File: src/nts_pkg.sv
// ----------------------------------------------------------------------------
// nts_pkg
// Shared types and constants of the nearest timestamp search block.
// ----------------------------------------------------------------------------
`default_nettype none

package nts_pkg;

	// Default number of table entries.
	localparam int TABLE_DEPTH_DEF = 1024;

	// Field widths of the items and of the entry count register.
	localparam int ADDRESS_W = 10;
	localparam int TIME_W    = 64;
	localparam int INDEX_W   = 10;
	localparam int COUNT_W   = 11;

	// Action codes of an input item.
	localparam logic ACT_WRITE  = 1'b0;
	localparam logic ACT_SEARCH = 1'b1;

	// One input item.
	typedef struct packed {
		logic                 action;
		logic [ADDRESS_W-1:0] entry_address;
		logic [TIME_W-1:0]    time_value;
	} query_t;

	// One result item.
	typedef struct packed {
		logic [INDEX_W-1:0] nearest_index;
		logic [TIME_W-1:0]  nearest_time;
	} answer_t;

endpackage

`default_nettype wire

File: src/nts_out_reg.sv
// ----------------------------------------------------------------------------
// nts_out_reg
// Output holding register between the search sequencer and the receiver.
// ----------------------------------------------------------------------------
`default_nettype none

module nts_out_reg import nts_pkg::*; (
	input  wire logic    clk,
	input  wire logic    arst_n,
	input  wire logic    res_valid,
	input  wire answer_t res,
	output logic         res_stall,
	output logic         answer_valid,
	input  wire logic    answer_stall,
	output answer_t      answer
);

	logic    valid_q;
	answer_t data_q;

	// The register takes a new item when empty or when its item leaves now.
	assign res_stall    = valid_q && answer_stall;
	assign answer_valid = valid_q;
	assign answer       = data_q;

	always_ff @(posedge clk or negedge arst_n) begin
		if (!arst_n) begin
			valid_q <= 1'b0;
		end else if (!res_stall) begin
			valid_q <= res_valid;
		end
	end

	always_ff @(posedge clk) begin
		if (res_valid && !res_stall) begin
			data_q <= res;
		end
	end

endmodule

`default_nettype wire

File: config.mk
export PLATFORM = sky130hd
export DESIGN_NAME = nts_out_reg
export DESIGN_NICKNAME = d
export VERILOG_FILES = /design/src/nts_pkg.sv /design/src/nts_out_reg.sv
export SDC_FILE = /design/constraint.sdc
export NUM_CORES = 1
export LEC_CHECK = 0
export BUFFER_PORTS_ARGS = -buffer_cell sky130_fd_sc_hd__clkbuf_2
export CAP_MARGIN = 20
export CORE_MARGIN = 4
export CORE_UTILIZATION = 35
export DETAILED_ROUTE_END_ITERATION = 8
export PLACE_DENSITY = 0.66
export SETUP_SLACK_MARGIN = 0.1
export SLEW_MARGIN = 30
export SYNTH_ARGS = -nofsm -noshare
export SYNTH_HDL_FRONTEND = slang
export SYNTH_SLANG_ARGS = --single-unit
File: constraint.sdc
create_clock -name clk -period 6.85 [get_ports clk]
set_input_delay 0.685 -clock clk [delete_from_list [all_inputs] [get_ports clk]]
set_output_delay 0.685 -clock clk [all_outputs]
set_load 0.02 [all_outputs]
== Word level (Yosys, flattened, before mapping) ==
Cells that the tools add are included.
Storage, ports and cells
  register bits: 75
  bits in latches: 0
  bits in writable memories: 0
  memory bits (read-only): 0
  input port bits: 78
  memories: 0
Cells by class
  $add $sub $neg: 0
  $mul: 0
  div/mod/pow operators: 0
  $lt $le $gt $ge: 0
  equal/unequal tests: 0
  shift-type cells: 0
  multiplexer cells: 0
  bitwise operators: 0
  reduce and logical (&&, ||, !) cells: 3
Operators by type and width (count)
  logical AND 1 bit: 2
  logical NOT 1 bit: 1

== Depth between registers and ports, before layout ==
  depth after elaboration: 3
  gate-level depth with buffers: 1

== Worst setup path after synthesis ==
OpenSTA, ideal clock, no wires.
  path kind: in2reg
  start point: input answer_stall
  end point: register data_q, in the netlist answer[0], enable pin
  setup time: 0.457 ns
  arrival: 2.806 ns
  slack: 3.587 ns
  cell stages on the path: 1
  cells stage by stage: a21boi_2
On the way
  cells in the longest elaborated chain, start to end: 3
RTL lines
  start, declared: RTL line nts_out_reg.sv:14  | input wire logic answer_stall,
  logical AND 1 bit: RTL line nts_out_reg.sv:22  | assign res_stall = valid_q && answer_stall;
  logical NOT 1 bit: RTL line nts_out_reg.sv:35  | if (res_valid && !res_stall) begin
  logical AND 1 bit: RTL line nts_out_reg.sv:35
  end signal, assigned: RTL line nts_out_reg.sv:36  | data_q <= res;
  end, declared: RTL line nts_out_reg.sv:19  | answer_t data_q;
No other way between the ends.
A chain may end at the register's enable or synchronous reset.

== Worst setup path in the final report ==
  start point: register valid_q, in the netlist answer_valid
  end point: output res_stall
On the way
  cells in the longest elaborated chain, start to end: 1
RTL lines
  start, declared: RTL line nts_out_reg.sv:18  | logic valid_q;
  start signal, assigned: RTL line nts_out_reg.sv:30  | valid_q <= res_valid;
  logical AND 1 bit: RTL line nts_out_reg.sv:22
  end, declared: RTL line nts_out_reg.sv:12  | output logic res_stall,
No other way between the ends.

==> metrics <==
Final nets=321; ANT cells=0; xor/xnor share of the synthesized area=0; Design Power=963 uW; Leak=0.00146 uW; vias in the first global route=1,537; area leader, netlist=edfxtp_1; Worst Hold Class=in2async; Longest Clk Path Bufs=2; Crit path required time=6160 ps; Power Internal=736 uW; Reg power frac=0.563; kind of critical path=reg2out; cell area after synthesis=2270 sq um; most frequent cell after synthesis=edfxtp_1; crit start category=flop; placed instance area=3150 sq um; fin crit period=1780 ps; Synth top area share=0.978; syn_nets=156; Switching Fraction=0.236; async set or reset register ratio after synthesis=0.0133; crit-path max FO=4; max_slew headroom=0.399; Yosys reg bits=75; crit path DAT=1100 ps; DRC viols=0; Layout Skew=11.6 ps; cell count after synthesis=78; H-tree Lvls=3; Antenna Nets Post-Route=0; PwrDens=288 nW/um^2; root buffer cell=clkbuf_8; setup bufs post-CTS=0; layout cell share with drive strength beyond 1=0.685; fin crit share=0.261; status=finished, final reports clean; Final Core Density=0.530; Adder-Cell Fraction of Synth Area=0; first-pass GRT wire length=7400 um; Comb power frac=0.092; DRT iter0 DRCs=51; number of CTS-inserted buffers=9; Area Overhead vs Synth=47.3%; Clock Power Share=0.346; routed vias/inst=4.16; die width=88.6 um; CP cell instances=and2_1 -> clkbuf_2; vias=1,353; Most used DFF post-synth=edfxtp_1; CP Capture Type=output pin; Peak VDD IR=0.190 mV; register area=2250 sq um; hold violation count in the final report=0; Cell Rows=29; cts hold-fix bufs=0; Netlist cell types=5; fin area=3350 sq um; Filler cells=558; latest clock arrival within the worst-skew pair=340 ps; CTS clk-pin slew, worst paths=80 ps; Synth Area in Simple Gates=0.00275; Crit. Startpoint=answer_valid$_DFFE_PN0N_; GRT overflow=0; RSZ-0062 raised after global routing=no; synth warn=0; Compound-Gate Fraction of Synth Area=0.00826; CP max stage cell=dfrtp_1; max-slew violations=0; final setup vio count=0; CP max stage delay=440 ps; Post-synth EDFFs=74; multiplexer share of the synthesized area=0; initial core utilization=0.360; initial antenna violation count=1; FF-to-FF Start=answer_valid$_DFFE_PN0N_; Max Cap Viol=0; Seq/Total Area, Yosys=0.989; CORE AREA=6310 sq um; Vert. Die Dim=88.6 um; Max Clk Rate=560 MHz; Total Routed Length=5000 um; Total GRT Usage=0.133; top cells by area, synth=edfxtp_1, dfrtp_1, a21boi_2, a21o_1, and2_1; # IOs=154; routed length per instance=15.4 um; CTS tree=yes; DR pass1 iterations=4; main combinational cell family by area after synthesis=compound AO/OA/AOI/OAI gates; most frequent cells after synthesis=edfxtp_1, a21boi_2, a21o_1, and2_1, dfrtp_1; die area=7840 sq um; IO Port Bufs=153; worst-margin pin slew=901 ps; clock sinks=75; Routability Congestion=0.642; multi-input logic area=32.5 sq um; post-cts resize count=0; Synth Area per Inst=29.1 sq um; setup tns final=0 ps; largest net degree at the start of global routing=75; Psw=227 uW
## metal layers
metal / track usage / vias up / share of wire / wire length, um
met5: 0 / - / 0.0040 / 20
met4: 0.0742 / 2 / 0.015 / 75
met3: 0.0866 / 8 / 0.15 / 730
met2: 0.211 / 86 / 0.51 / 2560
met1: 0.133 / 612 / 0.32 / 1620
li1: - / 645 / - / -
## cells by family (layout without fill, tap and decap cells)
family / Yosys count / after routing
AOI/OAI and AO/OA: 2 / 2
buffers and inverters: 0 / 170
DFF: 75 / 75
and+or+nand+nor: 1 / 1
## placed cells by master (no fill, tap or decap)
| cell | n |
|---|---|
| clkbuf_2 | 153 |
| edfxtp_1 | 74 |
| clkbuf_8 | 9 |
| clkinvlp_4 | 3 |
| inv_6 | 2 |
| and2_1 | 1 |
| a21o_1 | 1 |
| a21boi_4 | 1 |
| dfrtp_1 | 1 |
| bufinv_16 | 1 |
| clkinv_1 | 1 |
| buf_4 | 1 |
## path summary, 6_finish.rpt
check	end	slack, ps	cells past startpoint
worst max-delay path	res_stall	5070	2
worst min-delay path	answer_valid$_DFFE_PN0N_	110	1
worst max register to register	answer[12]$_DFFE_PP_	5130	2
worst min register to register	answer_valid$_DFFE_PN0N_	590	1
max in group asynchronous	answer_valid$_DFFE_PN0N_	6660	1
min in group clk	answer[45]$_DFFE_PP_	510	1
## critical path, delay by kind of cell (launching register included)
| family | cells | cell delay [ps] |
|---|---|---|
| DFF | 1 | 440 |
| buffers and inverters | 1 | 150 |
| and+or+nand+nor | 1 | 180 |
## per-stage QoR
| step | worst slack [ps] | hold slack, ps | instances |
|---|---|---|---|
| 2_1_floorplan | 3590 | 389 | 78 |
| 3_3_place_gp | 4810 | 467 | 309 |
| 3_5_place_dp | 4790 | 468 | 309 |
| 4_1_cts | 5040 | 91.2 | 325 |
| 5_1_grt | 5000 | 78.2 | 325 |
| 6_report | 5070 | 107 | 325 |
## area by class of cell
| class | instances | area share |
|---|---|---|
| multi-input cells | 3 | 0.00972 |
| well taps | 77 | 0.0288 |
| clock buffers | 9 | 0.0370 |
| flip-flops and latches | 75 | 0.671 |
| clock inverters | 7 | 0.0221 |
| repair buffers | 154 | 0.231 |
## state kept, by name, indices dropped and copies added (netlist names)
signal / flops
answer: 74
answer_valid: 1
## power groups by stage
stage	logic (uW)	registers [uW]	clock network [uW]
after floorplan	9.40	585	0
after global placement	89.0	552	0
after detailed placement	90.2	552	0
after CTS	90.2	542	343
after global routing	95.6	544	368
final	88.4	542	333
Power figures use the tool's default switching activity.
