### src/nts_pkg.sv
// ----------------------------------------------------------------------------
// nts_pkg
// Shared types and constants of the nearest timestamp search block.
// ----------------------------------------------------------------------------
`default_nettype none

package nts_pkg;

	// Default number of table entries.
	localparam int TABLE_DEPTH_DEF = 1024;

	// Field widths of the items and of the entry count register.
	localparam int ADDRESS_W = 10;
	localparam int TIME_W    = 64;
	localparam int INDEX_W   = 10;
	localparam int COUNT_W   = 11;

	// Action codes of an input item.
	localparam logic ACT_WRITE  = 1'b0;
	localparam logic ACT_SEARCH = 1'b1;

	// One input item.
	typedef struct packed {
		logic                 action;
		logic [ADDRESS_W-1:0] entry_address;
		logic [TIME_W-1:0]    time_value;
	} query_t;

	// One result item.
	typedef struct packed {
		logic [INDEX_W-1:0] nearest_index;
		logic [TIME_W-1:0]  nearest_time;
	} answer_t;

endpackage

`default_nettype wire

### src/nts_ctrl.sv
// ----------------------------------------------------------------------------
// nts_ctrl
// Search sequencer: stores write items in the table RAM and walks the binary
// search over it, one probe per cycle, then hands the result on.
// ----------------------------------------------------------------------------
`default_nettype none

module nts_ctrl import nts_pkg::*; #(
	parameter int TABLE_DEPTH = TABLE_DEPTH_DEF
) (
	input  wire logic                           clk,
	input  wire logic                           arst_n,
	input  wire logic                           query_valid,
	output logic                                query_stall,
	input  wire query_t                         query,
	input  wire logic                           cfg_wr_en,
	input  wire logic [COUNT_W-1:0]             cfg_wr_data,
	output logic                                res_valid,
	output answer_t                             res,
	input  wire logic                           res_stall,
	output logic                                mem_we,
	output logic [$clog2(TABLE_DEPTH)-1:0]      mem_waddr,
	output logic [TIME_W-1:0]                   mem_wdata,
	output logic [$clog2(TABLE_DEPTH)-1:0]      mem_raddr,
	input  wire logic [TIME_W-1:0]              mem_rdata
);

	localparam int AW = $clog2(TABLE_DEPTH);
	localparam int EW = (AW + 1 > COUNT_W) ? AW + 1 : COUNT_W;

	localparam logic [2:0] S_IDLE    = 3'd0;
	localparam logic [2:0] S_PROBE   = 3'd1;
	localparam logic [2:0] S_FINAL   = 3'd2;
	localparam logic [2:0] S_READ_LO = 3'd3;
	localparam logic [2:0] S_READ_HI = 3'd4;
	localparam logic [2:0] S_DONE    = 3'd5;

	function automatic logic [TIME_W-1:0] abs_diff(input logic [TIME_W-1:0] a,
		input logic [TIME_W-1:0] b);
		return (a >= b) ? (a - b) : (b - a);
	endfunction

	function automatic logic [INDEX_W-1:0] to_index(input logic [AW-1:0] v);
		logic [EW-1:0] t;
		t = EW'(v);
		return t[INDEX_W-1:0];
	endfunction

	logic [2:0]          state_q;
	logic [AW-1:0]       low_q, high_q, mid_q;
	logic [COUNT_W-1:0]  count_q;
	logic [TIME_W-1:0]   target_q, lo_dist_q, lo_time_q;
	answer_t             res_q;

	logic                accept;
	logic [EW-1:0]       cnt_e, n_e, n_m1, addr_e;
	logic                probe_lt, probe_eq;
	logic [AW-1:0]       cand_lo, cand_hi, cand_mid, cand_diff;
	logic [AW:0]         cand_sum;
	logic [2:0]          plan_state;
	logic [AW-1:0]       plan_addr;
	logic [TIME_W-1:0]   hi_dist;

	assign accept      = query_valid && !query_stall;
	assign query_stall = (state_q != S_IDLE);
	assign res_valid   = (state_q == S_DONE);
	assign res         = res_q;

	// Effective entry count: zero searches as one, large counts clamp to depth.
	always_comb begin
		cnt_e = EW'(count_q);
		n_e   = cnt_e;
		if (count_q == '0) begin
			n_e = EW'(1);
		end else if (cnt_e > EW'(TABLE_DEPTH)) begin
			n_e = EW'(TABLE_DEPTH);
		end
		n_m1 = n_e - EW'(1);
	end

	// Table writes; addresses beyond the depth are dropped.
	assign addr_e    = EW'(query.entry_address);
	assign mem_we    = accept && (query.action == ACT_WRITE) && (addr_e < EW'(TABLE_DEPTH));
	assign mem_waddr = addr_e[AW-1:0];
	assign mem_wdata = query.time_value;

	// Probe outcome and the next pair of bounds.
	assign probe_eq = (mem_rdata == target_q);
	assign probe_lt = (mem_rdata < target_q);

	always_comb begin
		if (state_q == S_PROBE) begin
			cand_lo = probe_lt ? mid_q : low_q;
			cand_hi = probe_lt ? high_q : mid_q;
		end else begin
			cand_lo = '0;
			cand_hi = n_m1[AW-1:0];
		end
		cand_sum  = {1'b0, cand_lo} + {1'b0, cand_hi};
		cand_mid  = cand_sum[AW:1];
		cand_diff = cand_hi - cand_lo;
		if (cand_lo == cand_hi) begin
			plan_state = S_FINAL;
		end else if (cand_diff == AW'(1)) begin
			plan_state = S_READ_LO;
		end else begin
			plan_state = S_PROBE;
		end
		plan_addr = (plan_state == S_PROBE) ? cand_mid : cand_lo;
	end

	// Read address for the next cycle.
	always_comb begin
		case (state_q)
			S_IDLE, S_PROBE: mem_raddr = plan_addr;
			S_READ_LO:       mem_raddr = high_q;
			default:         mem_raddr = low_q;
		endcase
	end

	assign hi_dist = abs_diff(target_q, mem_rdata);

	// Control state: sequencer, bounds and entry count.
	always_ff @(posedge clk or negedge arst_n) begin
		if (!arst_n) begin
			state_q <= S_IDLE;
			low_q   <= '0;
			high_q  <= '0;
			count_q <= COUNT_W'(1);
		end else begin
			if (cfg_wr_en) begin
				count_q <= cfg_wr_data;
			end
			case (state_q)
				S_IDLE: begin
					if (accept && (query.action == ACT_SEARCH)) begin
						low_q   <= cand_lo;
						high_q  <= cand_hi;
						state_q <= plan_state;
					end
				end
				S_PROBE: begin
					if (probe_eq) begin
						state_q <= S_DONE;
					end else begin
						low_q   <= cand_lo;
						high_q  <= cand_hi;
						state_q <= plan_state;
					end
				end
				S_FINAL:   state_q <= S_DONE;
				S_READ_LO: state_q <= S_READ_HI;
				S_READ_HI: state_q <= S_DONE;
				S_DONE: begin
					if (!res_stall) begin
						state_q <= S_IDLE;
					end
				end
				default: state_q <= S_IDLE;
			endcase
		end
	end

	// Datapath registers: search time, midpoint, lower neighbor, result.
	always_ff @(posedge clk) begin
		case (state_q)
			S_IDLE: begin
				target_q <= query.time_value;
				mid_q    <= cand_mid;
			end
			S_PROBE: begin
				mid_q             <= cand_mid;
				res_q.nearest_index <= to_index(mid_q);
				res_q.nearest_time  <= mem_rdata;
			end
			S_FINAL: begin
				res_q.nearest_index <= to_index(low_q);
				res_q.nearest_time  <= mem_rdata;
			end
			S_READ_LO: begin
				lo_dist_q <= abs_diff(target_q, mem_rdata);
				lo_time_q <= mem_rdata;
			end
			S_READ_HI: begin
				// The closer neighbor wins; a tie goes to the higher index.
				if (lo_dist_q < hi_dist) begin
					res_q.nearest_index <= to_index(low_q);
					res_q.nearest_time  <= lo_time_q;
				end else begin
					res_q.nearest_index <= to_index(high_q);
					res_q.nearest_time  <= mem_rdata;
				end
			end
			default: begin
			end
		endcase
	end

endmodule

`default_nettype wire

### config.mk
export PLATFORM = sky130hd
export DESIGN_NAME = nts_ctrl
export DESIGN_NICKNAME = d
export VERILOG_FILES = /design/src/nts_pkg.sv /design/src/nts_ctrl.sv
export SDC_FILE = /design/constraint.sdc
export NUM_CORES = 1
export LEC_CHECK = 0
export ABC_AREA = 1
export BUFFER_PORTS_ARGS = -buffer_cell sky130_fd_sc_hd__buf_4
export CORE_MARGIN = 10
export CORE_UTILIZATION = 26
export CTS_CLUSTER_SIZE = 40
export DETAILED_ROUTE_END_ITERATION = 10
export SLEW_MARGIN = 10
export SYNTH_ARGS = -nofsm -noshare
export SYNTH_HDL_FRONTEND = slang
export SYNTH_SLANG_ARGS = --single-unit
### constraint.sdc
create_clock -name clk -period 12.62 [get_ports clk]
set_input_delay 0.631 -clock clk [delete_from_list [all_inputs] [get_ports clk]]
set_output_delay 0.631 -clock clk [all_outputs]
set_load 0.005 [all_outputs]
======== After elaboration in Yosys (flattened, before gate mapping) ========
Cells that the tools add are included.
Widths: inputs -> output; s select.
operators by class
  bitwise logic cells ..................... 1
  eq/ne operators ......................... 12
  reduce and logical (&&, ||, !) cells .... 14
  add/subtract/negate cells ............... 5
  magnitude comparators ................... 5
  muxes and demuxes ....................... 23
operators by type and width
  operator               count
  $pmux 74 s3            1
  $lt 64x64->1           2
  $sub 64x64->64         2
  $mux 10                11
  $mux 74                1
  $eq 64x64->1           1
  $ge 64x64->1           1
  $mux 64                1
  $pmux 10 s2            3
  $pmux 3 s5             1
  $add 10x10->11         1
  $gt 11x11->1 const B   1
  $logic_not 11->1       1
  $lt 10x11->1 const B   1
  $eq 10x1->1 const B    1
  $eq 10x10->1           1
  $sub 10x1->10 const B  1
  $sub 10x10->10         1
  $mux 3                 3
  $eq 3x1->1 const B     2
  $eq 3x2->1 const B     2
  $eq 3x3->1 const B     2
  $ne 2x2->1 const B     3
  $reduce_bool 3->1      2
  9 further kinds        14
storage, ports and cells
  flip-flop bits (word level) ............. 310
  input bits .............................. 155
  word-level logic and storage cells ...... 70
  output and inout bits ................... 161

======== Depth between registers and ports, before layout ========
  depth in word-level cells ............... 12
  gate-level depth with buffers ........... 37

======== Worst setup path before layout ========
No wires, ideal clock.
  kind .................................... reg2out
  start ................................... register state_q[0]
  end ..................................... output mem_raddr[1]
  slack ................................... 1.773 ns
  arrival ................................. 10.216 ns
  data required time ...................... 11.989 ns
  buffers on the path ..................... 1
  stages on the path, launching flop included .. 8
  cell sequence ........................... dfrtp_1 > inv_1 > nor3_1 > inv_1 > clkbuf_1 > o22ai_1 > inv_1 > nand2_1
on the way
  longest elaborated chain between the ends .. 9
  elaborated cells between the ends (all ways) .. 15
  those cells by class .................... add/sub (2); eq/ne (5); mux (6); reduce/logical (2)
ends and longest elaborated chain
  item                    line                             text
  start, declared         nts_ctrl.sv:49                   logic [2:0] state_q;
  start signal, assigned  nts_ctrl.sv:139                  state_q <= plan_state;
  start signal, assigned  nts_ctrl.sv:148                  state_q <= plan_state;
  $eq 3x1->1              nts_ctrl.sv:92, nts_ctrl.sv:114
  $mux 10                 nts_ctrl.sv:92                   if (state_q == S_PROBE) begin
  $sub 10x10->10          nts_ctrl.sv:101                  cand_diff = cand_hi - cand_lo;
  $eq 10x1->1             nts_ctrl.sv:104                  end else if (cand_diff == AW'(1)) begin
  $mux 2                  nts_ctrl.sv:104
  $mux 2                  nts_ctrl.sv:102                  if (cand_lo == cand_hi) begin
  $eq 3x1->1              nts_ctrl.sv:109                  plan_addr = (plan_state == S_PROBE) ? cand_mid : cand_lo;
  $mux 10                 nts_ctrl.sv:109
  $pmux 10 s2 (*)         nts_ctrl.sv:114                  case (state_q)
  end, declared           nts_ctrl.sv:24                   output logic [$clog2(TABLE_DEPTH)-1:0] mem_raddr,
Every way passes the cells marked *; elsewhere a longest branch is shown, timed or not.

======== Worst setup path after layout ========
  start ................................... register target_q[37]
  end ..................................... register res_q, in the netlist res[4], data pin
on the way
  longest elaborated chain between the ends .. 5
  elaborated cells between the ends (all ways) .. 7
  those cells by class .................... add/sub (2); order compare (2); mux (3)
ends and longest elaborated chain
  item                                                   line             text
  start, declared                                        nts_ctrl.sv:52   logic [TIME_W-1:0] target_q, lo_dist_q, lo_time_q;
  start signal, assigned                                 nts_ctrl.sv:168  target_q <= query.time_value;
  $sub 64x64->64 / $ge 64x64->1 (equally long branches)  nts_ctrl.sv:40   return (a >= b) ? (a - b) : (b - a);
  $mux 64 (*)                                            nts_ctrl.sv:40
  $lt 64x64->1 (*)                                       nts_ctrl.sv:186  if (lo_dist_q < hi_dist) begin
  $mux 74 (*)                                            nts_ctrl.sv:186
  $pmux 74 s3 (*)                                        nts_ctrl.sv:166  case (state_q)
  end, declared                                          nts_ctrl.sv:53   answer_t res_q;
Marks and branches as above.
A chain may end at the register's enable or synchronous reset.

==> qor.txt <==
Outcome: finished clean
Worst hold slack: 0.01538 ns
Main synth FF type: edfxtp_1
Worst Tran Pin Value: 1.079 ns
Sequential share of power: 24.9%
Fin crit share: 62.34%
CTS max path bufs: 3
IO buf count: 295
Initial antenna violation count: 3
Largest net degree at the start of global routing: 129
Synth Cell Area: 0.02340 mm^2
Syn Area/Cell: 7.949 um^2
Grt ovf: 0
CTS buffer count: 41
Mapped Cells: 2944
Internal: 3.620 mW
YS warnings: 0
Crit-path max FO: 78
Vias: 20340
Min Clock Period, post-route: 7.867 ns
#FFs+latches synth: 310
Comb pwr share: 56.9%
Max Cap Violations: 0
Post-CTS Setup Inserts: 0
Ant. Diodes: 0
Area of the multi-input gates: 0.01115 mm^2
Seq/Total Area, Yosys: 39.06%
Min-delay worst type: in -> async
Switch Pwr: 3.093 mW
Filler cells: 9495
Post-synth EDFFs: 276
# rows: 109
Maximum vdd drop: 0.0001352 V
Layout Nets: 3532
Area delta synth->final: 18.70%
Net count after synthesis: 3314
Core footprint: 0.08878 mm^2
Cts hold-fix bufs: 0
PD cells: 241.6 mW/mm^2
Setup repair after global routing missed its margin: false
Root Buffer: clkbuf_16
DR iter-0 viols: 1519
# IOs: 316
Final Skew: 0.02605 ns
Post-DRT Antenna Nets: 0
Ys async rst share: 10.97%
Clock share of power: 18.2%
H-tree levels: 2
Final setup violation count: 0
Area after DPL: 0.02639 mm^2
Die Ht: 320.0 um
Initial core utilization: 26.36%
Die W: 320.0 um
Bufs and invs on worst path: 4
Fmax: 127.1 MHz
Dpl hpwl: 68.62 mm
Crit path launch type: flip-flop
Per-cell routed wire length: 19.22 um
Most frequent cells in the layout: inv_1 (602), nand2_1 (414), a21oi_1 (386)
Vias in the first global route: 20570
Clock latency on the worst-skew pair: 0.58 ns
Cell variety after synth: 55
1st-pass router iterations: 6
GR Util All Layers: 15.70%
DRC: 0
Setup tns final: 0 ns
Slew Limit Fails: 0
Critical path arrival: 8.15 ns
Post-cts sizing count: 0
Switching Fraction: 46.07%
CTS Sinks: 310
Die area: 0.1024 mm^2
WP data required: 12.90 ns
Top Family by Delay on Critical Path: simple AND/OR/NAND/NOR gates
Reg clk slew, reported paths: 0.06 ns
Max incr delay on CP: 0.53 ns
Worst setup path class: reg -> reg
Leak: 13.18 nW
Vias per std cell: 4.666
Final wirelength: 83.76 mm
CP max-delay cell: ha_1
First-pass GRT wire length: 125.4 mm
Core Util, Final: 31.29%
Reg area: 0.009140 mm^2
Final hold violations: 0
Slew margin rel.: 27.28%
GPL Wtd Cong: 0.9685
Total power: 6.712 mW
Commonest non-fill, non-tap cell in the layout: inv_1
Crit path capture type: flip-flop
Layout cell share with drive strength beyond 1: 14.53%
TritonCTS clock tree: yes
Final std cell area, no fill: 0.02778 mm^2
synthesized netlist by cell type (12+ instances only):
cell type  number  area, um^2
inv_1         602        2260
nand2_1       416        1562
a21oi_1       386        1932
nor2_1        294        1104
edfxtp_1      276        8288
ha_1          212        2653
o21ai_0       171       855.8
buf_4          78       585.6
xor2_1         72       630.6
nand3_1        69       345.3
clkbuf_1       34       127.6
dfrtp_1        33       825.8
nor3_1         26       130.1
o211ai_1       20       150.1
o21a_1         20       150.1
a211oi_1       19       142.6
inv_2          19       71.32
nand2_2        19       118.9
buf_2          16       80.08
a31oi_1        14       87.58
nand3_2        12       120.1
nand4_1        12       75.07
routing by layer:
metal	track usage, %	routed length, um	share of wire, %	up-vias
li1	-	-	-	10020
met1	18.91	35030	42	9544
met2	27.68	41050	49	613
met3	2.576	4447	5.3	151
met4	6.004	3177	3.8	6
met5	0	52	0.062	-
stage by stage:
stage	setup WS, ns	std cells
2_1_floorplan	1.773	2944
3_3_place_gp	4.615	4284
3_5_place_dp	4.555	4284
4_1_cts	4.826	4358
5_1_grt	4.239	4358
6_report	4.753	4358
sequential cells by signal, indices dropped and copies added, names as in the netlist:
register   count
cnt_e         11
high_q        10
lo_dist_q     64
lo_time_q     64
low_q         10
mid_q         10
res           74
state_q        3
target_q      64
path summary, 6_finish.rpt:
check | from | endpoint | slack, ns | cells past startpoint
max in group asynchronous | arst_n | cnt_e[0] | 12.21 | 1
hold / removal | arst_n | high_q[6] | 0.02 | 1
setup / recovery | target_q[37] | res[4] | 4.75 | 28
hold reg to reg | high_q[8] | high_q[8] | 0.50 | 2
min in group clk | query[44] | target_q[44] | 0.24 | 1
setup reg to reg | target_q[37] | res[4] | 4.75 | 28
cell type report:
type	instances	share of cell area, %
flip-flops and latches	310	32.90
clock inverters	28	1.072
inverters	621	8.391
repair buffers	307	8.342
clock buffers	46	3.914
multi-input cells	1881	40.13
well taps	1165	5.247
power groups by stage:
stage | clock network (mW) | registers (mW) | logic, mW
floorplan | 0 | 1.65 | 2.42
global placement | 0 | 1.70 | 3.81
detailed placement | 0 | 1.69 | 3.82
CTS | 1.25 | 1.68 | 3.84
global route | 1.28 | 1.70 | 4.27
finish | 1.22 | 1.67 | 3.82
cells by family (layout without fill, tap and decap cells):
logic type      count (synthesis)  after routing  share of synthesized area, %
compound gates                697            697                         16.46
xor+xnor                       79             79                         2.957
fa+ha+maj                     215            215                         11.59
buf+inv                       753           1002                         13.48
flops                         310            310                         39.06
mux                            11             11                        0.4758
simple gates                  879            879                         15.98
No activity file was read; power rests on OpenSTA's default activity.
